**config.mk**
```make
export PLATFORM = sky130hd
export DESIGN_NAME = rsbb_back
export DESIGN_NICKNAME = d
export VERILOG_FILES = /design/src/rtl/rsbb_pkg.sv /design/src/rtl/rsbb_back.sv
export SDC_FILE = /design/constraint.sdc
export NUM_CORES = 2
export LEC_CHECK = 0
export BUFFER_PORTS_ARGS = -buffer_cell sky130_fd_sc_hd__buf_2
export CAP_MARGIN = 20
export CORE_MARGIN = 4
export CORE_UTILIZATION = 60
export CTS_CLUSTER_SIZE = 25
export DETAILED_ROUTE_END_ITERATION = 16
export PLACE_DENSITY = 0.79
export SETUP_SLACK_MARGIN = 0.5
export SYNTH_ARGS = -nofsm -noshare
export SYNTH_HDL_FRONTEND = slang
export SYNTH_SLANG_ARGS = --single-unit
```
**constraint.sdc**
```tcl
create_clock -name clk -period 35.4 [get_ports clk]
set_input_delay 7.08 -clock clk [delete_from_list [all_inputs] [get_ports clk]]
set_output_delay 7.08 -clock clk [all_outputs]
set_load 0.05 [all_outputs]
```
**src/rtl/rsbb_pkg.sv**
```systemverilog
// Shared types, constants and helper functions for the region bounding box block.
// No dependencies; every other file in rtl/ imports this package.
package rsbb_pkg;

	// coordinate, trig and arithmetic widths
	localparam int CW = 32;
	localparam int TW = 16;
	localparam int PW = CW + TW;
	localparam int SW = CW + TW + 3;

	// front to back queue
	localparam int FIFO_DEPTH = 4;
	localparam int PTR_W      = $clog2(FIFO_DEPTH);
	localparam int CNT_W      = PTR_W + 1;

	localparam int CORNERS = 4;

	// rounding shifts for rotated corners
	localparam int RECT_SHIFT = 14;
	localparam int ROT_SHIFT  = 15;

	// shape kind codes
	localparam logic [3:0] K_BOX         = 4'd0;
	localparam logic [3:0] K_RECT        = 4'd1;
	localparam logic [3:0] K_DIAMOND     = 4'd2;
	localparam logic [3:0] K_CIRCLE      = 4'd3;
	localparam logic [3:0] K_ANNULUS     = 4'd4;
	localparam logic [3:0] K_SECTOR      = 4'd5;
	localparam logic [3:0] K_ELLIPSE     = 4'd6;
	localparam logic [3:0] K_ELL_ANNULUS = 4'd7;
	localparam logic [3:0] K_LINE        = 4'd8;
	localparam logic [3:0] K_POINT       = 4'd9;
	localparam logic [3:0] K_POLYGON     = 4'd10;

	typedef logic signed [CW-1:0] coord_t;
	typedef logic signed [PW-1:0] prod_t;
	typedef logic signed [SW-1:0] sum_t;

	localparam coord_t COORD_MAX = {1'b0, {(CW-1){1'b1}}};
	localparam coord_t COORD_MIN = {1'b1, {(CW-1){1'b0}}};

	localparam sum_t RECT_HALF = SW'(2 ** (RECT_SHIFT - 1));
	localparam sum_t ROT_HALF  = SW'(2 ** (ROT_SHIFT - 1));

	// corner sign of one product term
	typedef enum logic [1:0] {
		SG_ZERO = 2'd0,
		SG_POS  = 2'd1,
		SG_NEG  = 2'd2
	} sgn_t;

	// box and rect corners, then diamond vertices
	localparam sgn_t BOX_P [CORNERS] = '{SG_NEG, SG_POS, SG_POS, SG_NEG};
	localparam sgn_t BOX_Q [CORNERS] = '{SG_POS, SG_POS, SG_NEG, SG_NEG};
	localparam sgn_t DIA_P [CORNERS] = '{SG_NEG, SG_ZERO, SG_POS, SG_ZERO};
	localparam sgn_t DIA_Q [CORNERS] = '{SG_ZERO, SG_POS, SG_ZERO, SG_NEG};

	// what the region result will be, settled in the front
	typedef enum logic [1:0] {
		ST_EMPTY     = 2'd0,
		ST_BOX       = 2'd1,
		ST_ERROR     = 2'd2,
		ST_UNBOUNDED = 2'd3
	} stat_t;

	// one classified shape travelling from front to back
	typedef struct packed {
		logic   last;
		logic   use_ext;
		stat_t  stat;
		logic   rot;
		logic   diamond;
		logic   rect;
		prod_t  prod_a;
		prod_t  prod_b;
		prod_t  prod_c;
		prod_t  prod_d;
		sum_t   base_x;
		sum_t   base_y;
		coord_t ext_min_x;
		coord_t ext_max_x;
		coord_t ext_min_y;
		coord_t ext_max_y;
	} rsbb_item_t;

	// apply a corner sign to a product
	function automatic sum_t sgn_apply(input sgn_t g, input prod_t v);
		sum_t r;
		unique case (g)
			SG_POS:  r = SW'(v);
			SG_NEG:  r = -SW'(v);
			default: r = '0;
		endcase
		return r;
	endfunction

	// floor-shift a corner sum and saturate to the coordinate range
	function automatic coord_t sat_corner(input sum_t v, input logic rect);
		sum_t sh;
		sh = rect ? (v >>> RECT_SHIFT) : (v >>> ROT_SHIFT);
		if (sh > SW'(COORD_MAX))
			return COORD_MAX;
		if (sh < SW'(COORD_MIN))
			return COORD_MIN;
		return sh[CW-1:0];
	endfunction

	// saturating add or subtract of two coordinates
	function automatic coord_t sat_sum(input coord_t a, input coord_t b, input logic sub);
		logic signed [CW:0] s;
		s = sub ? ((CW+1)'(a) - (CW+1)'(b)) : ((CW+1)'(a) + (CW+1)'(b));
		if (s[CW] != s[CW-1])
			return s[CW] ? COORD_MIN : COORD_MAX;
		return s[CW-1:0];
	endfunction

	function automatic coord_t cmin(input coord_t a, input coord_t b);
		return (a < b) ? a : b;
	endfunction

	function automatic coord_t cmax(input coord_t a, input coord_t b);
		return (a > b) ? a : b;
	endfunction

endpackage

```
**src/rtl/rsbb_back.sv**
```systemverilog
// Back end: rotated corners, per-shape extent, running box and the result register.
// Depends on rsbb_pkg.
module rsbb_back (
	input  logic                      clk,
	input  logic                      arst_n,
	input  logic                      q_valid,
	input  rsbb_pkg::rsbb_item_t      q_item,
	output logic                      q_pop,
	output logic                      out_valid,
	input  logic                      out_ready,
	output logic signed [rsbb_pkg::CW-1:0] min_x,
	output logic signed [rsbb_pkg::CW-1:0] max_x,
	output logic signed [rsbb_pkg::CW-1:0] min_y,
	output logic signed [rsbb_pkg::CW-1:0] max_y,
	output logic                      bounded,
	output logic                      error
);
	import rsbb_pkg::*;

	logic en;

	// corner stage
	logic   v_s2, last_s2, use_s2, rot_s2;
	stat_t  stat_s2;
	coord_t cx_s2 [CORNERS];
	coord_t cy_s2 [CORNERS];
	coord_t emn_x_s2, emx_x_s2, emn_y_s2, emx_y_s2;
	coord_t cx [CORNERS];
	coord_t cy [CORNERS];

	// extent stage
	logic   v_s3, last_s3, use_s3;
	stat_t  stat_s3;
	coord_t xmn_s3, xmx_s3, ymn_s3, ymx_s3;
	coord_t xmn, xmx, ymn, ymx;

	// running box and result
	coord_t run_min_x_q, run_max_x_q, run_min_y_q, run_max_y_q;
	coord_t mrg_min_x, mrg_max_x, mrg_min_y, mrg_max_y;
	logic   out_valid_q, bounded_q, error_q;
	coord_t min_x_q, max_x_q, min_y_q, max_y_q;

	// stall the whole back end only while a result waits
	assign en    = !out_valid_q || out_ready;
	assign q_pop = en && q_valid;

	// four corner points of a rotated shape
	always_comb begin
		sgn_t gp, gq;
		sum_t tx, ty;
		for (int i = 0; i < CORNERS; i++) begin
			gp    = q_item.diamond ? DIA_P[i] : BOX_P[i];
			gq    = q_item.diamond ? DIA_Q[i] : BOX_Q[i];
			tx    = sgn_apply(gp, q_item.prod_a) - sgn_apply(gq, q_item.prod_b) + q_item.base_x;
			ty    = sgn_apply(gp, q_item.prod_c) + sgn_apply(gq, q_item.prod_d) + q_item.base_y;
			cx[i] = sat_corner(tx, q_item.rect);
			cy[i] = sat_corner(ty, q_item.rect);
		end
	end

	// extent: corner min and max, or passed through
	always_comb begin
		if (rot_s2) begin
			xmn = cmin(cmin(cx_s2[0], cx_s2[1]), cmin(cx_s2[2], cx_s2[3]));
			xmx = cmax(cmax(cx_s2[0], cx_s2[1]), cmax(cx_s2[2], cx_s2[3]));
			ymn = cmin(cmin(cy_s2[0], cy_s2[1]), cmin(cy_s2[2], cy_s2[3]));
			ymx = cmax(cmax(cy_s2[0], cy_s2[1]), cmax(cy_s2[2], cy_s2[3]));
		end else begin
			xmn = emn_x_s2;
			xmx = emx_x_s2;
			ymn = emn_y_s2;
			ymx = emx_y_s2;
		end
	end

	// merge the extent into the running box
	always_comb begin
		mrg_min_x = (use_s3 && xmn_s3 < run_min_x_q) ? xmn_s3 : run_min_x_q;
		mrg_max_x = (use_s3 && xmx_s3 > run_max_x_q) ? xmx_s3 : run_max_x_q;
		mrg_min_y = (use_s3 && ymn_s3 < run_min_y_q) ? ymn_s3 : run_min_y_q;
		mrg_max_y = (use_s3 && ymx_s3 > run_max_y_q) ? ymx_s3 : run_max_y_q;
	end

	// stage valids, running box and result valid
	always_ff @(posedge clk or negedge arst_n) begin
		if (!arst_n) begin
			v_s2        <= 1'b0;
			v_s3        <= 1'b0;
			out_valid_q <= 1'b0;
			run_min_x_q <= COORD_MAX;
			run_max_x_q <= COORD_MIN;
			run_min_y_q <= COORD_MAX;
			run_max_y_q <= COORD_MIN;
		end else if (en) begin
			v_s2        <= q_valid;
			v_s3        <= v_s2;
			out_valid_q <= v_s3 && last_s3;
			if (v_s3) begin
				if (last_s3) begin
					run_min_x_q <= COORD_MAX;
					run_max_x_q <= COORD_MIN;
					run_min_y_q <= COORD_MAX;
					run_max_y_q <= COORD_MIN;
				end else begin
					run_min_x_q <= mrg_min_x;
					run_max_x_q <= mrg_max_x;
					run_min_y_q <= mrg_min_y;
					run_max_y_q <= mrg_max_y;
				end
			end
		end
	end

	// advance the stage payloads
	always_ff @(posedge clk) begin
		if (en) begin
			last_s2  <= q_item.last;
			use_s2   <= q_item.use_ext;
			stat_s2  <= q_item.stat;
			rot_s2   <= q_item.rot;
			cx_s2    <= cx;
			cy_s2    <= cy;
			emn_x_s2 <= q_item.ext_min_x;
			emx_x_s2 <= q_item.ext_max_x;
			emn_y_s2 <= q_item.ext_min_y;
			emx_y_s2 <= q_item.ext_max_y;

			last_s3 <= last_s2;
			use_s3  <= use_s2;
			stat_s3 <= stat_s2;
			xmn_s3  <= xmn;
			xmx_s3  <= xmx;
			ymn_s3  <= ymn;
			ymx_s3  <= ymx;
		end
	end

	// load the result on the last item of a region
	always_ff @(posedge clk) begin
		if (en && v_s3 && last_s3) begin
			unique case (stat_s3) inside
				ST_BOX: begin
					min_x_q   <= mrg_min_x;
					max_x_q   <= mrg_max_x;
					min_y_q   <= mrg_min_y;
					max_y_q   <= mrg_max_y;
					bounded_q <= 1'b1;
					error_q   <= 1'b0;
				end
				ST_ERROR: begin
					min_x_q   <= '0;
					max_x_q   <= '0;
					min_y_q   <= '0;
					max_y_q   <= '0;
					bounded_q <= 1'b1;
					error_q   <= 1'b1;
				end
				ST_EMPTY, ST_UNBOUNDED: begin
					min_x_q   <= '0;
					max_x_q   <= '0;
					min_y_q   <= '0;
					max_y_q   <= '0;
					bounded_q <= 1'b0;
					error_q   <= 1'b0;
				end
			endcase
		end
	end

	assign out_valid = out_valid_q;
	assign min_x     = min_x_q;
	assign max_x     = max_x_q;
	assign min_y     = min_y_q;
	assign max_y     = max_y_q;
	assign bounded   = bounded_q;
	assign error     = error_q;

endmodule

```
==> impl_results.html <==
<table>
<tr><th>Metric</th><th>Value</th></tr>
<tr><th colspan="2">Placement</th></tr>
<tr><td>Count of input and output buffers</td><td>between 500 and 600</td></tr>
<tr><td>Routability Congestion</td><td>roughly 1.1</td></tr>
<tr><td>Pre-CTS setup slack</td><td>about 20 ns</td></tr>
<tr><td>Detail Placement HPWL</td><td>232000 µm</td></tr>
<tr><td>Placed standard-cell area</td><td>roughly 86000 µm²</td></tr>
<tr><th colspan="2">Floorplanning</th></tr>
<tr><td>Chip Width</td><td>around 380 µm</td></tr>
<tr><td>Core Rows</td><td>approximately 130</td></tr>
<tr><td>Die area</td><td>roughly 140000 µm²</td></tr>
<tr><td>Core region area</td><td>134000 µm²</td></tr>
<tr><td>Chip Height</td><td>376 µm</td></tr>
<tr><td>Ports</td><td>565</td></tr>
<tr><td>Starting density of the core</td><td>around 61%</td></tr>
<tr><th colspan="2">Synth</th></tr>
<tr><td>Leading register cell type out of synthesis</td><td>sky130_fd_sc_hd__edfxtp_1</td></tr>
<tr><td>Adder-cell share of the synthesized area</td><td>21.6%</td></tr>
<tr><td>Xor and xnor fraction of the mapped netlist area</td><td>5.27%</td></tr>
<tr><td>Syn_nets</td><td>around 10000</td></tr>
<tr><td>Sequential share of the synthesized area</td><td>28.1%</td></tr>
<tr><td>Most common cell in the netlist</td><td>sky130_fd_sc_hd__inv_1</td></tr>
<tr><td>Gate count after technology mapping</td><td>a little under 9000</td></tr>
<tr><td>Number of enable-type register cells in the synthesized netlist</td><td>about 650</td></tr>
<tr><td>Synthesis-stage register bit count</td><td>about 800</td></tr>
<tr><td>Compound-Gate Fraction of Synth Area</td><td>between 10% and 20%</td></tr>
<tr><td>Combined area of all synthesized cells</td><td>~80000 µm²</td></tr>
<tr><td>Yosys Warn Count</td><td>0</td></tr>
<tr><td>FFs w/ async S/R, synth</td><td>16.8%</td></tr>
<tr><td>Fraction of post-synthesis cell area in the top cell type by area</td><td>around a quarter</td></tr>
<tr><td>Proportion of synthesized area in mux cells</td><td>7.35%</td></tr>
<tr><td>Commonest cells post-synth</td><td>883 x sky130_fd_sc_hd__inv_1, 779 x sky130_fd_sc_hd__ha_1, 651 x sky130_fd_sc_hd__edfxtp_1, 566 x sky130_fd_sc_hd__nor2_1, 560 x sky130_fd_sc_hd__a21oi_1</td></tr>
<tr><td>Simple-gate share of the synthesized area</td><td>between 10% and 20%</td></tr>
<tr><td>Top cell type by total area after synthesis</td><td>sky130_fd_sc_hd__edfxtp_1</td></tr>
<tr><td>Average cell area after synthesis</td><td>around 9.3 µm²</td></tr>
<tr><td>Synth unique cells</td><td>96</td></tr>
<tr><td>Main area contributors after synthesis</td><td>sky130_fd_sc_hd__edfxtp_1 24%, sky130_fd_sc_hd__ha_1 12%, sky130_fd_sc_hd__fa_1 9.6%, sky130_fd_sc_hd__mux2i_1 5.3%, sky130_fd_sc_hd__inv_1 4.1%</td></tr>
<tr><td>Combinational family with the most area after synthesis</td><td>adder cells</td></tr>
<tr><th colspan="2">Timing</th></tr>
<tr><td>Min cycle time layout</td><td>~15 ns</td></tr>
<tr><td>Final count of pins violating max slew</td><td>0</td></tr>
<tr><td>Setup repair after global routing missed its margin</td><td>false</td></tr>
<tr><td>Tightest Pin Transition</td><td>~1.1 ns</td></tr>
<tr><td>Period utilisation layout</td><td>between 40% and 50%</td></tr>
<tr><td>Setup WS post-layout</td><td>20.09 ns</td></tr>
<tr><td>Worst Clk Skew</td><td>0.0226 ns</td></tr>
<tr><td>Final setup violation count</td><td>0</td></tr>
<tr><td>Aggregate negative setup slack</td><td>0 ns</td></tr>
<tr><td>Max-slew headroom</td><td>approximately a quarter</td></tr>
<tr><td>Final Hold Viols</td><td>0</td></tr>
<tr><td>Max Freq</td><td>about 0.065 GHz</td></tr>
<tr><th colspan="2">Drt</th></tr>
<tr><td>Drt wl/cell</td><td>approximately 26 µm</td></tr>
<tr><td>DRC marker count from the first detailed-route iteration</td><td>~8500</td></tr>
<tr><td>Total via count after detailed routing</td><td>between 70000 and 80000</td></tr>
<tr><td>DRC violation count after routing</td><td>0</td></tr>
<tr><td>Detailed Route WL</td><td>between 200000 and 300000 µm</td></tr>
<tr><td>Routed length on met2</td><td>~120000 µm</td></tr>
<tr><td>Avg Vias per Cell</td><td>around 6.4</td></tr>
<tr><td>Top layer reached by signal wires</td><td>met5</td></tr>
<tr><td>Met3 routed WL</td><td>roughly 31000 µm</td></tr>
<tr><td>Detailed-route wire length on metal 1</td><td>roughly 120000 µm</td></tr>
<tr><td>Drt pass-1 iters</td><td>8</td></tr>
<tr><td>Post-route ant nets</td><td>0</td></tr>
<tr><th colspan="2">Setup path</th></tr>
<tr><td>Data required time of the worst path</td><td>between 20 and 30 ns</td></tr>
<tr><td>Kind of end point of the critical path</td><td>output port</td></tr>
<tr><td>Setup crit start kind</td><td>input port</td></tr>
<tr><td>Critical Setup Path Class</td><td>input port to output port</td></tr>
<tr><td>Largest fanout on the critical path</td><td>a little over 50</td></tr>
<tr><td>Data arrival time of the worst path</td><td>around 8 ns</td></tr>
<tr><th colspan="2">Global route</th></tr>
<tr><td>Number of antenna violations at the first check in global routing</td><td>57</td></tr>
<tr><td>Overflow left after global routing</td><td>0</td></tr>
<tr><td>Vias in the first global route</td><td>slightly below 70000</td></tr>
<tr><td>Overall routing resource usage</td><td>between 30% and 40%</td></tr>
<tr><td>Wire length of the first global-routing pass</td><td>between 400000 and 500000 µm</td></tr>
<tr><td>Largest net degree at the start of global routing</td><td>~170</td></tr>
<tr><th colspan="2">Run</th></tr>
<tr><td>Maxcap violations</td><td>0</td></tr>
<tr><th colspan="2">Layout</th></tr>
<tr><td>FF+latch area</td><td>between 20000 and 25000 µm²</td></tr>
<tr><td>Fraction of layout cells with a size suffix above 1</td><td>a little under an eighth</td></tr>
<tr><td>Relative area change from synthesis to final layout</td><td>8.63%</td></tr>
<tr><td>Finished layout cell area</td><td>a little under 90000 µm²</td></tr>
<tr><td>Multi-input combinational cell area</td><td>between 50000 and 60000 µm²</td></tr>
<tr><td>Filler cell count in the final layout</td><td>between 10000 and 15000</td></tr>
<tr><td>Post-layout net count</td><td>~11000</td></tr>
<tr><th colspan="2">Power</th></tr>
<tr><td>Total power per unit cell area</td><td>92.6 nW/µm²</td></tr>
<tr><td>Peak supply drop</td><td>between 0.1 and 0.15 mV</td></tr>
<tr><td>LEAKAGE</td><td>39.7 nW</td></tr>
<tr><td>Post-layout total power</td><td>around 0.0082 W</td></tr>
<tr><th colspan="2">Clock network</th></tr>
<tr><td>Worst-Skew Late Latency</td><td>between 0.6 and 0.7 ns</td></tr>
<tr><td>TritonCTS clock tree</td><td>done</td></tr>
<tr><td>Count of cells resized by post-cts repair</td><td>0</td></tr>
<tr><td>Clock tree sinks</td><td>782</td></tr>
<tr><td>Number of buffers created by CTS</td><td>76</td></tr>
<tr><td>Hold_buf cts</td><td>0</td></tr>
<tr><td>Buffer type at the clock tree root</td><td>sky130_fd_sc_hd__clkbuf_16</td></tr>
<tr><td>H-tree depth</td><td>3</td></tr>
<tr><td>Post-CTS Setup Inserts</td><td>0</td></tr>
<tr><td>CTS clk-pin slew, worst paths</td><td>~0.06 ns</td></tr>
<tr><td>Max Root-Sink Buffers</td><td>3</td></tr>
<tr><th colspan="2">Min path</th></tr>
<tr><td>Hold WC Path Type</td><td>register to register</td></tr>
<tr><th colspan="2">Status</th></tr>
<tr><td>Status</td><td>complete, no violations</td></tr>
</table>
final cells by class:
| type | count | area share [%] |
|---|---|---|
| multi-input combinational | 6742 | 61.0 |
| sequential | 782 | 25.9 |
| timing repair buffer | 632 | 3.89 |
| inverter | 884 | 3.77 |
| tap | 1768 | 2.50 |
| clock buffer | 90 | 2.26 |
| clock inverter | 50 | 0.613 |
| antenna | 35 | 0.0990 |
critical path: stages:
cell and delay (ns):
sky130_fd_sc_hd__buf_2 0.08, sky130_fd_sc_hd__nand2b_4 0.56, sky130_fd_sc_hd__and2_1 0.23, sky130_fd_sc_hd__buf_2 0.26
per-layer routing:
layer	global-route usage, %	vias up
met4	17.2	24
met2	56.9	3772
met1	54.1	34282
met5	0	-
li1	-	32100
met3	8.94	642
final timing paths:
kind,end,startpoint,slack [ns],cells after the start
max,q_pop,out_ready,20.09,4
max reg2reg,ymx_s3[9],cy_s2[105],27.42,25
min reg2reg,stat_s3[1],stat_s2[1],0.43,0
max in group asynchronous,run_min_y_q[31],arst_n,27.34,2
min,stat_s3[1],stat_s2[1],0.43,0
min in group asynchronous,run_max_x_q[9],arst_n,6.49,1
stage by stage:
step                hold WS, ns  instances  utilization (%)
global placement          0.409      10801             63.9
detailed placement        0.405      10803             63.9
floorplan                 0.400       8790                -
finish                    0.428      10983             65.9
CTS                       0.420      10943             65.8
global route              0.428      10972             65.9
state kept, by name, summed over array words and instances (netlist names), 32 cells and up:
signal / cells
emx_y_s2: 32
min_x: 32
cx_s2: 128
max_x: 32
run_max_y_q: 32
run_min_y_q: 32
xmn_s3: 32
max_y: 32
cy_s2: 128
ymx_s3: 32
emn_y_s2: 32
ymn_s3: 32
run_max_x_q: 32
run_min_x_q: 32
emn_x_s2: 32
min_y: 32
emx_x_s2: 32
xmx_s3: 32
logic make-up (layout without fill, tap and decap cells):
family,after synthesis,in the layout
simple gates,2405,2405
fa+ha+maj,1172,1172
buf+inv,1266,1656
other cells,0,35
xor+xnor,489,489
compound gates,2097,2097
mux,579,579
flops,782,782
report_power, final:
group	switching [W]	internal [W]
registers	0.000346	0.00156
clock network	0.000370	0.000469
logic	0.00340	0.00204
total	0.00412	0.00408
placed cells by master, fill, tap and decap left out, types with 64 or more instances in the layout:
cell	Yosys	layout
sky130_fd_sc_hd__nor2b_1	289	289
sky130_fd_sc_hd__edfxtp_1	651	651
sky130_fd_sc_hd__ha_1	779	778
sky130_fd_sc_hd__buf_2	12	562
sky130_fd_sc_hd__mux2i_1	431	429
sky130_fd_sc_hd__inv_1	883	880
sky130_fd_sc_hd__dfstp_2	64	64
sky130_fd_sc_hd__dfrtp_1	67	67
sky130_fd_sc_hd__a21oi_1	560	558
sky130_fd_sc_hd__xnor2_1	293	293
sky130_fd_sc_hd__nand2_1	555	554
sky130_fd_sc_hd__o21ai_0	490	487
sky130_fd_sc_hd__nand3_1	154	153
sky130_fd_sc_hd__o31ai_1	67	66
sky130_fd_sc_hd__mux2_2	148	148
sky130_fd_sc_hd__and2_1	66	66
sky130_fd_sc_hd__clkbuf_16	0	77
sky130_fd_sc_hd__nor2_1	566	565
sky130_fd_sc_hd__nand2b_1	197	196
sky130_fd_sc_hd__nor3_1	138	138
sky130_fd_sc_hd__nand4_1	166	166
sky130_fd_sc_hd__xor2_1	195	195
sky130_fd_sc_hd__fa_1	392	392
sky130_fd_sc_hd__a21o_1	315	315
Note: power is estimated with default switching activity, not from simulation.
