`src/rtl/rsbb_pkg.sv`:
```
// Shared types, constants and helper functions for the region bounding box block.
// No dependencies; every other file in rtl/ imports this package.
package rsbb_pkg;

	// coordinate, trig and arithmetic widths
	localparam int CW = 32;
	localparam int TW = 16;
	localparam int PW = CW + TW;
	localparam int SW = CW + TW + 3;

	// front to back queue
	localparam int FIFO_DEPTH = 4;
	localparam int PTR_W      = $clog2(FIFO_DEPTH);
	localparam int CNT_W      = PTR_W + 1;

	localparam int CORNERS = 4;

	// rounding shifts for rotated corners
	localparam int RECT_SHIFT = 14;
	localparam int ROT_SHIFT  = 15;

	// shape kind codes
	localparam logic [3:0] K_BOX         = 4'd0;
	localparam logic [3:0] K_RECT        = 4'd1;
	localparam logic [3:0] K_DIAMOND     = 4'd2;
	localparam logic [3:0] K_CIRCLE      = 4'd3;
	localparam logic [3:0] K_ANNULUS     = 4'd4;
	localparam logic [3:0] K_SECTOR      = 4'd5;
	localparam logic [3:0] K_ELLIPSE     = 4'd6;
	localparam logic [3:0] K_ELL_ANNULUS = 4'd7;
	localparam logic [3:0] K_LINE        = 4'd8;
	localparam logic [3:0] K_POINT       = 4'd9;
	localparam logic [3:0] K_POLYGON     = 4'd10;

	typedef logic signed [CW-1:0] coord_t;
	typedef logic signed [PW-1:0] prod_t;
	typedef logic signed [SW-1:0] sum_t;

	localparam coord_t COORD_MAX = {1'b0, {(CW-1){1'b1}}};
	localparam coord_t COORD_MIN = {1'b1, {(CW-1){1'b0}}};

	localparam sum_t RECT_HALF = SW'(2 ** (RECT_SHIFT - 1));
	localparam sum_t ROT_HALF  = SW'(2 ** (ROT_SHIFT - 1));

	// corner sign of one product term
	typedef enum logic [1:0] {
		SG_ZERO = 2'd0,
		SG_POS  = 2'd1,
		SG_NEG  = 2'd2
	} sgn_t;

	// box and rect corners, then diamond vertices
	localparam sgn_t BOX_P [CORNERS] = '{SG_NEG, SG_POS, SG_POS, SG_NEG};
	localparam sgn_t BOX_Q [CORNERS] = '{SG_POS, SG_POS, SG_NEG, SG_NEG};
	localparam sgn_t DIA_P [CORNERS] = '{SG_NEG, SG_ZERO, SG_POS, SG_ZERO};
	localparam sgn_t DIA_Q [CORNERS] = '{SG_ZERO, SG_POS, SG_ZERO, SG_NEG};

	// what the region result will be, settled in the front
	typedef enum logic [1:0] {
		ST_EMPTY     = 2'd0,
		ST_BOX       = 2'd1,
		ST_ERROR     = 2'd2,
		ST_UNBOUNDED = 2'd3
	} stat_t;

	// one classified shape travelling from front to back
	typedef struct packed {
		logic   last;
		logic   use_ext;
		stat_t  stat;
		logic   rot;
		logic   diamond;
		logic   rect;
		prod_t  prod_a;
		prod_t  prod_b;
		prod_t  prod_c;
		prod_t  prod_d;
		sum_t   base_x;
		sum_t   base_y;
		coord_t ext_min_x;
		coord_t ext_max_x;
		coord_t ext_min_y;
		coord_t ext_max_y;
	} rsbb_item_t;

	// apply a corner sign to a product
	function automatic sum_t sgn_apply(input sgn_t g, input prod_t v);
		sum_t r;
		unique case (g)
			SG_POS:  r = SW'(v);
			SG_NEG:  r = -SW'(v);
			default: r = '0;
		endcase
		return r;
	endfunction

	// floor-shift a corner sum and saturate to the coordinate range
	function automatic coord_t sat_corner(input sum_t v, input logic rect);
		sum_t sh;
		sh = rect ? (v >>> RECT_SHIFT) : (v >>> ROT_SHIFT);
		if (sh > SW'(COORD_MAX))
			return COORD_MAX;
		if (sh < SW'(COORD_MIN))
			return COORD_MIN;
		return sh[CW-1:0];
	endfunction

	// saturating add or subtract of two coordinates
	function automatic coord_t sat_sum(input coord_t a, input coord_t b, input logic sub);
		logic signed [CW:0] s;
		s = sub ? ((CW+1)'(a) - (CW+1)'(b)) : ((CW+1)'(a) + (CW+1)'(b));
		if (s[CW] != s[CW-1])
			return s[CW] ? COORD_MIN : COORD_MAX;
		return s[CW-1:0];
	endfunction

	function automatic coord_t cmin(input coord_t a, input coord_t b);
		return (a < b) ? a : b;
	endfunction

	function automatic coord_t cmax(input coord_t a, input coord_t b);
		return (a > b) ? a : b;
	endfunction

endpackage

```
`src/rtl/rsbb_fifo.sv`:
```
// Short register queue between front and back end.
// Depends on rsbb_pkg.
module rsbb_fifo (
	input  logic                 clk,
	input  logic                 arst_n,
	input  logic                 push_valid,
	input  rsbb_pkg::rsbb_item_t push_item,
	output logic                 push_ready,
	input  logic                 pop,
	output logic                 pop_valid,
	output rsbb_pkg::rsbb_item_t pop_item
);
	import rsbb_pkg::*;

	rsbb_item_t       mem_q [FIFO_DEPTH];
	logic [PTR_W-1:0] wr_ptr_q, rd_ptr_q;
	logic [CNT_W-1:0] cnt_q;
	logic             do_push, do_pop;

	assign push_ready = (cnt_q != CNT_W'(FIFO_DEPTH));
	assign pop_valid  = (cnt_q != '0);
	assign pop_item   = mem_q[rd_ptr_q];
	assign do_push    = push_valid && push_ready;
	assign do_pop     = pop && pop_valid;

	// advance pointers and fill count
	always_ff @(posedge clk or negedge arst_n) begin
		if (!arst_n) begin
			wr_ptr_q <= '0;
			rd_ptr_q <= '0;
			cnt_q    <= '0;
		end else begin
			if (do_push)
				wr_ptr_q <= wr_ptr_q + PTR_W'(1);
			if (do_pop)
				rd_ptr_q <= rd_ptr_q + PTR_W'(1);
			case ({do_push, do_pop})
				2'b10:   cnt_q <= cnt_q + CNT_W'(1);
				2'b01:   cnt_q <= cnt_q - CNT_W'(1);
				default: cnt_q <= cnt_q;
			endcase
		end
	end

	// store the pushed item
	always_ff @(posedge clk) begin
		if (do_push)
			mem_q[wr_ptr_q] <= push_item;
	end

endmodule

```
`config.mk`:
```
export PLATFORM = sky130hd
export DESIGN_NAME = rsbb_fifo
export DESIGN_NICKNAME = d
export VERILOG_FILES = /design/src/rtl/rsbb_pkg.sv /design/src/rtl/rsbb_fifo.sv
export SDC_FILE = /design/constraint.sdc
export NUM_CORES = 1
export LEC_CHECK = 0
export BUFFER_PORTS_ARGS = -buffer_cell sky130_fd_sc_hd__buf_2
export CORE_ASPECT_RATIO = 0.75
export CORE_UTILIZATION = 42
export DETAILED_ROUTE_END_ITERATION = 10
export SYNTH_ARGS = -nofsm -noshare
export SYNTH_HDL_FRONTEND = slang
export SYNTH_SLANG_ARGS = --single-unit
```
`constraint.sdc`:
```
create_clock -name clk -period 10.2 [get_ports clk]
set_input_delay 2.04 -clock clk [delete_from_list [all_inputs] [get_ports clk]]
set_output_delay 2.04 -clock clk [all_outputs]
set_load 0.02 [all_outputs]
```
==> results.yml, run 1 <==
placed_design:
  worst_setup_slack_post_dpl_ns: 4.69
  portBuffers: 863
  place.detailed.hpwl_um: 83900
  gpl.final_weighted_congestion: 0.760
  post-place-cells: 5061
global_routing:
  antenna_violations_before_repair: 66
  wire_length_of_the_first_global_routing_pass_um: 195000
  grt_pass1_vias: 28900
  pin_count_of_the_biggest_net_entering_global_routing: 156
  overflow: 0
  grt.total_usage: 0.177
power_and_ir_drop:
  power.share.combinational: 0.318
  p_switching_mw: 7.49
  internal_power_mw: 15.4
  power_frac_clock: 0.256
  power.static_leakage_nw: 24.8
  p_per_area_nw_per_um2: 308
  power_switching_share: 0.328
  maximum_ir_drop_on_the_vdd_rail_mv: 0.263
  seqPwrFrac: 0.425
finish:
  layout-area-overhead-vs-synth_pct: 18.7
  most_used_cells_in_the_layout_excluding_fill_and_tap_cells: "1716 x edfxtp_1, 863 x buf_2, 429 x mux4_2, 167 x clkbuf_16, 41 x clkbuf_1"
  layout_commonest_cell: "edfxtp_1"
  final_layout_size_suffix_gt1_frac: 0.461
  postLayoutCoreUtil: 0.502
  final.fill_count: 11800
  instances_no_fill: 5388
  layout.nets: 3683
clocking:
  tritoncts: "done"
  cts_setup_buffers: 0
  htree_levels: 4
  cts_num_sinks: 1723
  cts.repair.resized: 0
  holdBufCountCts: 0
  cts_inserted_buffers: 165
  path_clk_slew_ns: 0.06
  ctsLongestPathBuffers: 3
  clk_latency_ns: 0.80
  clock-root-buffer: "clkbuf_16"
timing:
  report.final.slew_viol_count: 0
  timing.slew.headroom: 0.197
  finalWorstSetupSlack_ns: 4.01
  max_slew.worst_pin.slew_ns: 1.20
  grt_setup_unrepaired: "false"
  timing.final.crit_period_ns: 6.19
  final_hold_viol_count: 0
  worst_clock_skew_ns: 0.0145
  fmax_mhz: 162
  setup-violations-final: 0
  tns_ns: 0
  layout_worst_path_cycle_share: 0.607
worst_setup_path:
  r2r-start: "cnt_q[2]"
  critical_path.max_fanout: 41
  timing.critical_path.arrival_ns: 4.15
  required_ns: 8.16
  critical_path.startpoint: "rd_ptr_q[0]"
  path_class: "flop to output pin"
  setup.worst_path.start_class: "flop"
  timing.critical_path.to_type: "output pin"
routing:
  detail_route.first_pass.iterations: 5
  post-route-drc-count: 0
  detail-route-antenna-nets: 0
  vias: 27800
  drtIter0Drc: 1904
  routedWlPerCell_um: 25.0
  wl_um: 135000
  route.detailed.vias_per_inst: 5.16
synth:
  synth_cell_type_count: 20
  syn-instance-count: 2278
  syn-cell-area_um2: 62400
  syn_area_per_cell_um2: 27.4
  flip_flop_and_latch_count_after_synthesis: 1723
  syn-num-nets: 2717
  synth-seq-area-share: 0.829
  yosysWarnings: 0
status:
  outcome: "finished, final reports clean"
floorplan:
  placement_rows: 122
  core_area_um2: 147000
  area_of_the_die_um2: 150000
  io-pin-count: 864
  die_width_um: 447
  dieHeight_um: 336
  initial_utilization: 0.423
job:
  max_cap_violation_count: 0
min_path:
  holdCritPathClass: "flop to flop"
  hold_path.startpoint: "cnt_q[0]"
## power groups by stage
| stage | clock, mW | sequential [mW] | combinational, mW |
|---|---|---|---|
| after global routing | 6.28 | 9.83 | 7.68 |
| after CTS | 6.01 | 9.74 | 7.45 |
| after floorplan | 0 | 9.99 | 5.05 |
| final | 5.85 | 9.72 | 7.27 |
| after detailed placement | 0 | 9.88 | 7.43 |
| after global placement | 0 | 9.84 | 7.45 |
## stage by stage
stage | hold WS, ns | power (mW) | cell area [µm²]
CTS | 0.541 | 23.2 | 74000
global placement | 0.493 | 17.3 | 68800
floorplan | 0.469 | 15.0 | 62400
finish | 0.543 | 22.8 | 74100
global route | 0.570 | 23.8 | 74000
detailed placement | 0.532 | 17.3 | 68800
## worst max-delay path, stage by stage (launching register included)
cell and delay, ns:
dfrtp_4 1.04, buf_4 0.77, buf_4 0.64, mux4_2 0.60, buf_2 0.19
## layout make-up
cell class | instances | area, µm² | share of cell area
sequential | 1723 | 51700 | 0.698
timing repair buffer | 895 | 4710 | 0.0636
antenna | 28 | 70.1 | 0.000946
clock inverter | 91 | 816 | 0.0110
inverter | 6 | 22.5 | 0.000304
tap | 1984 | 2480 | 0.0335
multi-input combinational | 453 | 9910 | 0.134
clock buffer | 208 | 4330 | 0.0585
## metal layers
layer	global-route usage	vias up	share of wire
met5	0	-	0.0022
met4	0.0745	48	0.038
met3	0.0571	294	0.074
met2	0.290	871	0.51
met1	0.218	14600	0.38
li1	-	12000	-
## cells by family after synthesis
group,share of synthesized area
flops,0.829
simple gates,0.00104
compound gates,0.000161
buf+inv,0.0122
fa+ha+maj,0.00132
xor+xnor,0.000843
mux,0.155
## sequential cells by signal, summed over array words and instances, names as in the netlist
name,flops
rd_ptr_q,2
wr_ptr_q,2
mem_q,1716
cnt_q,3
## synthesized netlist by cell type (all sizes together)
library cell | count | area share
edfxtp | 1716 | 0.83
mux4 | 429 | 0.15
buf | 89 | 0.011
clkbuf | 7 | 0.00042
dfrtp | 7 | 0.0028
inv | 6 | 0.00036
ha | 5 | 0.0010
and3 | 4 | 0.00048
xnor2 | 3 | 0.00042
xor2 | 3 | 0.00042
and2 | 1 | 0.00014
fa | 1 | 0.00032
mux2 | 1 | 0.00024
mux2i | 1 | 0.00016
nand2 | 1 | 0.000060
nor2 | 1 | 0.000060
o31a | 1 | 0.00016
or3 | 1 | 0.00012
or3b | 1 | 0.00018
## final timing paths
path / end / slack [ns] / cells after the start
hold / removal: cnt_q[0] / 0.54 / 1
setup reg to reg: mem_q[3][340] / 6.84 / 4
hold reg to reg: cnt_q[0] / 0.54 / 1
max in group asynchronous: rd_ptr_q[0] / 8.95 / 1
setup / recovery: pop_item[53] / 4.01 / 4
min in group asynchronous: cnt_q[0] / 1.07 / 1
(Power assumes the default switching activity.)
==> run 2, diff against run 1 <==
- clock period: 10.2 -> 6 ns (I/O delays scaled with it)
==> run 2 against run 1 <==
  * Global-route usage grew 0.16 points
  * Setup slack lost 2.5 ns
  * Combinational power grew 73%
  * Non-clock buffer count grew 17
  * First-iteration DRC count shrank 2.2%
  * Via count grew 0.91%
  * Core utilization grew 0.24 points
  * Count of clock-buffer cells in the layout shrank 4
  * Worst hold slack lost 0.29 ns
  * Sequential power grew 70%
  * Critical endpoint is now pop_item[138]
  * Largest power group unchanged
==> results.yml, run 2 (synthesis results as in run 1) <==
status:
  outcome: "finished, final reports clean"
global_routing:
  grt.total_usage: 0.179
  antenna_violations_before_repair: 62
  pin_count_of_the_biggest_net_entering_global_routing: 111
  wire_length_of_the_first_global_routing_pass_um: 196000
  overflow: 0
  grt_pass1_vias: 29000
floorplan:
  area_of_the_die_um2: 150000
  dieHeight_um: 336
  initial_utilization: 0.423
  placement_rows: 122
  core_area_um2: 147000
  io-pin-count: 864
  die_width_um: 447
worst_setup_path:
  worstPathCellList: "buf_4 -> mux4_2 -> buf_2"
  timing.reg2reg.setup_slack_ns: 3.46
  setup.worst_path.start_class: "flop"
  slowest_stage: "dfrtp_4"
  critical_path.max_fanout: 36
  timing.critical_path.arrival_ns: 3.27
  cp_num_buf_inv: 2
  timing.critical_path.to_type: "output pin"
  family_of_cells_with_the_greatest_summed_delay_on_the_critical_path: "flip-flops"
  path_class: "flop to output pin"
  required_ns: 4.80
  critical-path-max-stage-delay_ns: 1.04
finish:
  final_layout_size_suffix_gt1_frac: 0.464
  instances_no_fill: 5397
  multi_input_area_um2: 9910
  most_used_cells_in_the_layout_excluding_fill_and_tap_cells: "1716 x edfxtp_1, 863 x buf_2, 429 x mux4_2, 169 x clkbuf_16, 41 x clkinv_1"
  final.fill_count: 11600
  layout_commonest_cell: "edfxtp_1"
  largest-register: "mem_q"
  layout.nets: 3699
  postLayoutCoreUtil: 0.505
  largestRegisters: "mem_q: 1716 flops, cnt_q: 3 flops"
  largest_register_ffs: 1716
  layout-area-overhead-vs-synth_pct: 19.3
  storage_element_area_um2: 51700
  post_layout_inst_area_um2: 74400
clocking:
  path_clk_slew_ns: 0.06
  cts_inserted_buffers: 164
  holdBufCountCts: 0
  clock-root-buffer: "clkbuf_16"
  htree_levels: 4
  cts_num_sinks: 1723
  clk_latency_ns: 0.79
  cts_setup_buffers: 0
  tritoncts: "done"
  cts.repair.resized: 0
  ctsLongestPathBuffers: 3
placed_design:
  place.detailed.hpwl_um: 85900
  portBuffers: 863
  placedInstanceArea_um2: 69200
  gpl.final_weighted_congestion: 0.765
  post-place-cells: 5078
  worst_setup_slack_post_dpl_ns: 2.25
routing:
  detail_route.first_pass.iterations: 5
  post-route-drc-count: 0
  routedWlPerCell_um: 25.2
  wl_um: 136000
  drtIter0Drc: 1862
  vias: 28000
  route.detailed.vias_per_inst: 5.19
  detail-route-antenna-nets: 0
timing:
  layout_worst_path_cycle_share: 0.745
  fmax_mhz: 224
  tns_ns: 0
  hold_ws_ns: 0.256
  max_slew.worst_pin.slew_ns: 1.02
  timing.slew.headroom: 0.322
  worst_clock_skew_ns: 0.0239
  report.final.slew_viol_count: 0
  grt_setup_unrepaired: "false"
  setup-violations-final: 0
  finalWorstSetupSlack_ns: 1.53
  timing.final.crit_period_ns: 4.47
  final_hold_viol_count: 0
power_and_ir_drop:
  p_per_area_nw_per_um2: 526
  power_switching_share: 0.326
  total_power_mw: 39.1
  seqPwrFrac: 0.422
  power.share.combinational: 0.322
  p_switching_mw: 12.7
  maximum_ir_drop_on_the_vdd_rail_mv: 0.280
  power.static_leakage_nw: 24.9
  internal_power_mw: 26.4
  power_frac_clock: 0.256
min_path:
  holdCritPathClass: "input port to async pin"
job:
  max_cap_violation_count: 0
## run 2: cell types whose count changed in the layout (fill, tap and decap cells not counted), sizes merged
cell	change
diode	-3
clkinvlp	+1
clkinv	-2
bufinv	+3
inv	-3
buf	+17
clkbuf	-4
## run 2: final timing paths
path / to / from / depth (start not counted)
max in group asynchronous: rd_ptr_q[0] / arst_n / 1
setup reg to reg: mem_q[0][163] / cnt_q[2] / 3
hold / removal: wr_ptr_q[1] / arst_n / 1
min in group clk: cnt_q[2] / cnt_q[2] / 1
setup / recovery: pop_item[138] / rd_ptr_q[0] / 3
hold reg to reg: cnt_q[2] / cnt_q[2] / 1
## run 2: final cells by class
type | count | area share
Clock inverter | 90 | 0.0109
Clock buffer | 204 | 0.0587
Sequential cell | 1723 | 0.695
Antenna cell | 25 | 0.000841
Tap cell | 1984 | 0.0334
Multi-Input combinational cell | 453 | 0.133
Timing Repair Buffer | 912 | 0.0677
Inverter | 6 | 0.000303
## run 2: per-layer routing
layer / wire, µm / up-vias / track usage / share of wire
met5: 342 / - / 0 / 0.0025
met4: 4130 / 52 / 0.0674 / 0.030
met3: 9860 / 286 / 0.0607 / 0.073
met2: 69100 / 804 / 0.293 / 0.51
met1: 52500 / 14900 / 0.221 / 0.39
li1: - / 12000 / - / -
## run 2: power by group through the flow
stage	Clock, mW	Combinational, mW	Sequential [mW]
floorplan	0	8.59	17.0
global placement	0	12.9	16.7
detailed placement	0	12.9	16.8
CTS	10.3	12.9	16.5
global route	10.7	13.3	16.7
finish	10.0	12.6	16.5
==> run 3, diff against run 2 <==
- clock period: 6 -> 3.9 ns (I/O delays scaled with it)
==> run 3 against run 2 <==
  * Sequential cell count unchanged
  * Total power increased by 54%
  * Combinational power increased by 58%
  * Core utilization increased by 0.35 points
  * Count of clock-buffer cells in the layout increased by 2
  * Final cell count increased by 1.2%
  * Sequential power increased by 53%
  * Sequential share of layout area decreased by 0.48 points
  * Worst hold slack got worse by 0.065 ns
  * Non-clock buffer count increased by 45
  * Critical path type unchanged
==> results.yml, run 3 (synthesis results as in run 1) <==
placed_design:
  post-place-cells: 5122
  place.detailed.hpwl_um: 91400
  portBuffers: 863
  worst_setup_slack_post_dpl_ns: 0.904
  gpl.final_weighted_congestion: 0.793
floorplan:
  io-pin-count: 864
  dieHeight_um: 336
  core_area_um2: 147000
  placement_rows: 122
  die_width_um: 447
  area_of_the_die_um2: 150000
  initial_utilization: 0.423
routing:
  routedWlPerCell_um: 25.2
  post-route-drc-count: 0
  met2RoutedLength_um: 70000
  detail_route.first_pass.iterations: 5
  route.detailed.vias_per_inst: 5.14
  wirelength_met1_um: 52400
  drtIter0Drc: 2005
  top_layer: "met5"
  vias: 28100
  wl_met3_um: 11100
  detail-route-antenna-nets: 0
  wl_um: 138000
global_routing:
  wire_length_of_the_first_global_routing_pass_um: 197000
  grt.total_usage: 0.180
  antenna_violations_before_repair: 76
  overflow: 0
  pin_count_of_the_biggest_net_entering_global_routing: 101
  grt_pass1_vias: 29200
finish:
  layout.nets: 3748
  largest_register_ffs: 1716
  layout_commonest_cell: "edfxtp_1"
  largest-register: "mem_q"
  largestRegisters: "mem_q: 1716 flops, cnt_q: 3 flops"
  most_used_cells_in_the_layout_excluding_fill_and_tap_cells: "1716 x edfxtp_1, 863 x buf_2, 429 x mux4_2, 171 x clkbuf_16, 49 x buf_4"
  final.fill_count: 11700
  final_layout_size_suffix_gt1_frac: 0.472
  postLayoutCoreUtil: 0.508
  instances_no_fill: 5462
  layout-area-overhead-vs-synth_pct: 20.1
timing:
  tns_ns: 0
  setup-violations-final: 0
  worst_clock_skew_ns: 0.0413
  final_hold_viol_count: 0
  fmax_mhz: 272
  finalWorstSetupSlack_ns: 0.227
  timing.slew.headroom: 0.554
  report.final.slew_viol_count: 0
  max_slew.worst_pin.slew_ns: 0.669
  timing.final.crit_period_ns: 3.67
  layout_worst_path_cycle_share: 0.942
  grt_setup_unrepaired: "false"
worst_setup_path:
  timing.critical_path.arrival_ns: 2.89
  setup.worst_path.start_class: "flop"
  path_class: "flop to output pin"
  required_ns: 3.12
  critical_path.max_fanout: 63
  timing.critical_path.to_type: "output pin"
power_and_ir_drop:
  power.share.combinational: 0.330
  power_frac_clock: 0.252
  seqPwrFrac: 0.418
  internal_power_mw: 40.5
  power.static_leakage_nw: 25.2
  total_power_mw: 60.3
  p_switching_mw: 19.8
  maximum_ir_drop_on_the_vdd_rail_mv: 0.453
  power_switching_share: 0.328
  p_per_area_nw_per_um2: 805
clocking:
  cts_setup_buffers: 0
  clk_latency_ns: 0.81
  cts_num_sinks: 1723
  tritoncts: "done"
  ctsLongestPathBuffers: 3
  htree_levels: 4
  clock-root-buffer: "clkbuf_16"
  path_clk_slew_ns: 0.06
  cts_inserted_buffers: 168
job:
  max_cap_violation_count: 0
min_path:
  holdCritPathClass: "input port to flop"
status:
  outcome: "finished, final reports clean"
run 3: worst max-delay path, cell delays in order (launching register included):
cell and delay, ns:
dfrtp_4 0.72, buf_12 0.43, mux4_2 0.61, buf_2 0.19
run 3: cell type report:
class / instances / area [µm²] / area share
flip-flops and latches: 1723 / 51700 / 0.690
multi-input cells: 453 / 9910 / 0.132
repair buffers: 957 / 5570 / 0.0743
clock buffers: 206 / 4410 / 0.0589
well taps: 1984 / 2480 / 0.0331
clock inverters: 97 / 727 / 0.00970
diodes: 36 / 90.1 / 0.00120
inverters: 6 / 22.5 / 0.000301
run 3: final timing paths:
path	start	to	slack (ns)	cells after the start
hold / removal	push_item[1]	mem_q[3][1]	0.19	1
hold reg to reg	cnt_q[2]	cnt_q[2]	0.53	1
setup / recovery	rd_ptr_q[0]	pop_item[70]	0.23	3
min in group asynchronous	arst_n	cnt_q[2]	0.42	2
max in group asynchronous	arst_n	rd_ptr_q[1]	3.30	2
setup reg to reg	cnt_q[0]	cnt_q[2]	1.69	9
run 3: metal layers:
| metal | global-route usage | vias to the layer above |
|---|---|---|
| li1 | - | 12100 |
| met1 | 0.218 | 14800 |
| met2 | 0.296 | 884 |
| met3 | 0.0662 | 268 |
| met4 | 0.0666 | 52 |
| met5 | 0 | - |
run 3: repair_timing:
item,CTS,global route
endpoints found under the hold margin,7,0
hold buffers,1,0
setup endpoints to repair,0,25
resized for setup,0,1
run 3: power by group through the flow:
stage / Combinational [mW] / Clock, mW / Sequential (mW)
finish: 19.9 / 15.2 / 25.2
detailed placement: 20.4 / 0 / 25.6
floorplan: 13.2 / 0 / 25.7
CTS: 20.4 / 15.6 / 25.3
global route: 21.1 / 16.3 / 25.5
global placement: 20.3 / 0 / 25.5
run 3: through the flow:
step	hold WS (ns)	instance area (µm²)
2_1_floorplan	0.469	62400
3_3_place_gp	0.486	69700
3_5_place_dp	0.503	69700
4_1_cts	0.115	74800
5_1_grt	0.140	74900
6_report	0.191	74900
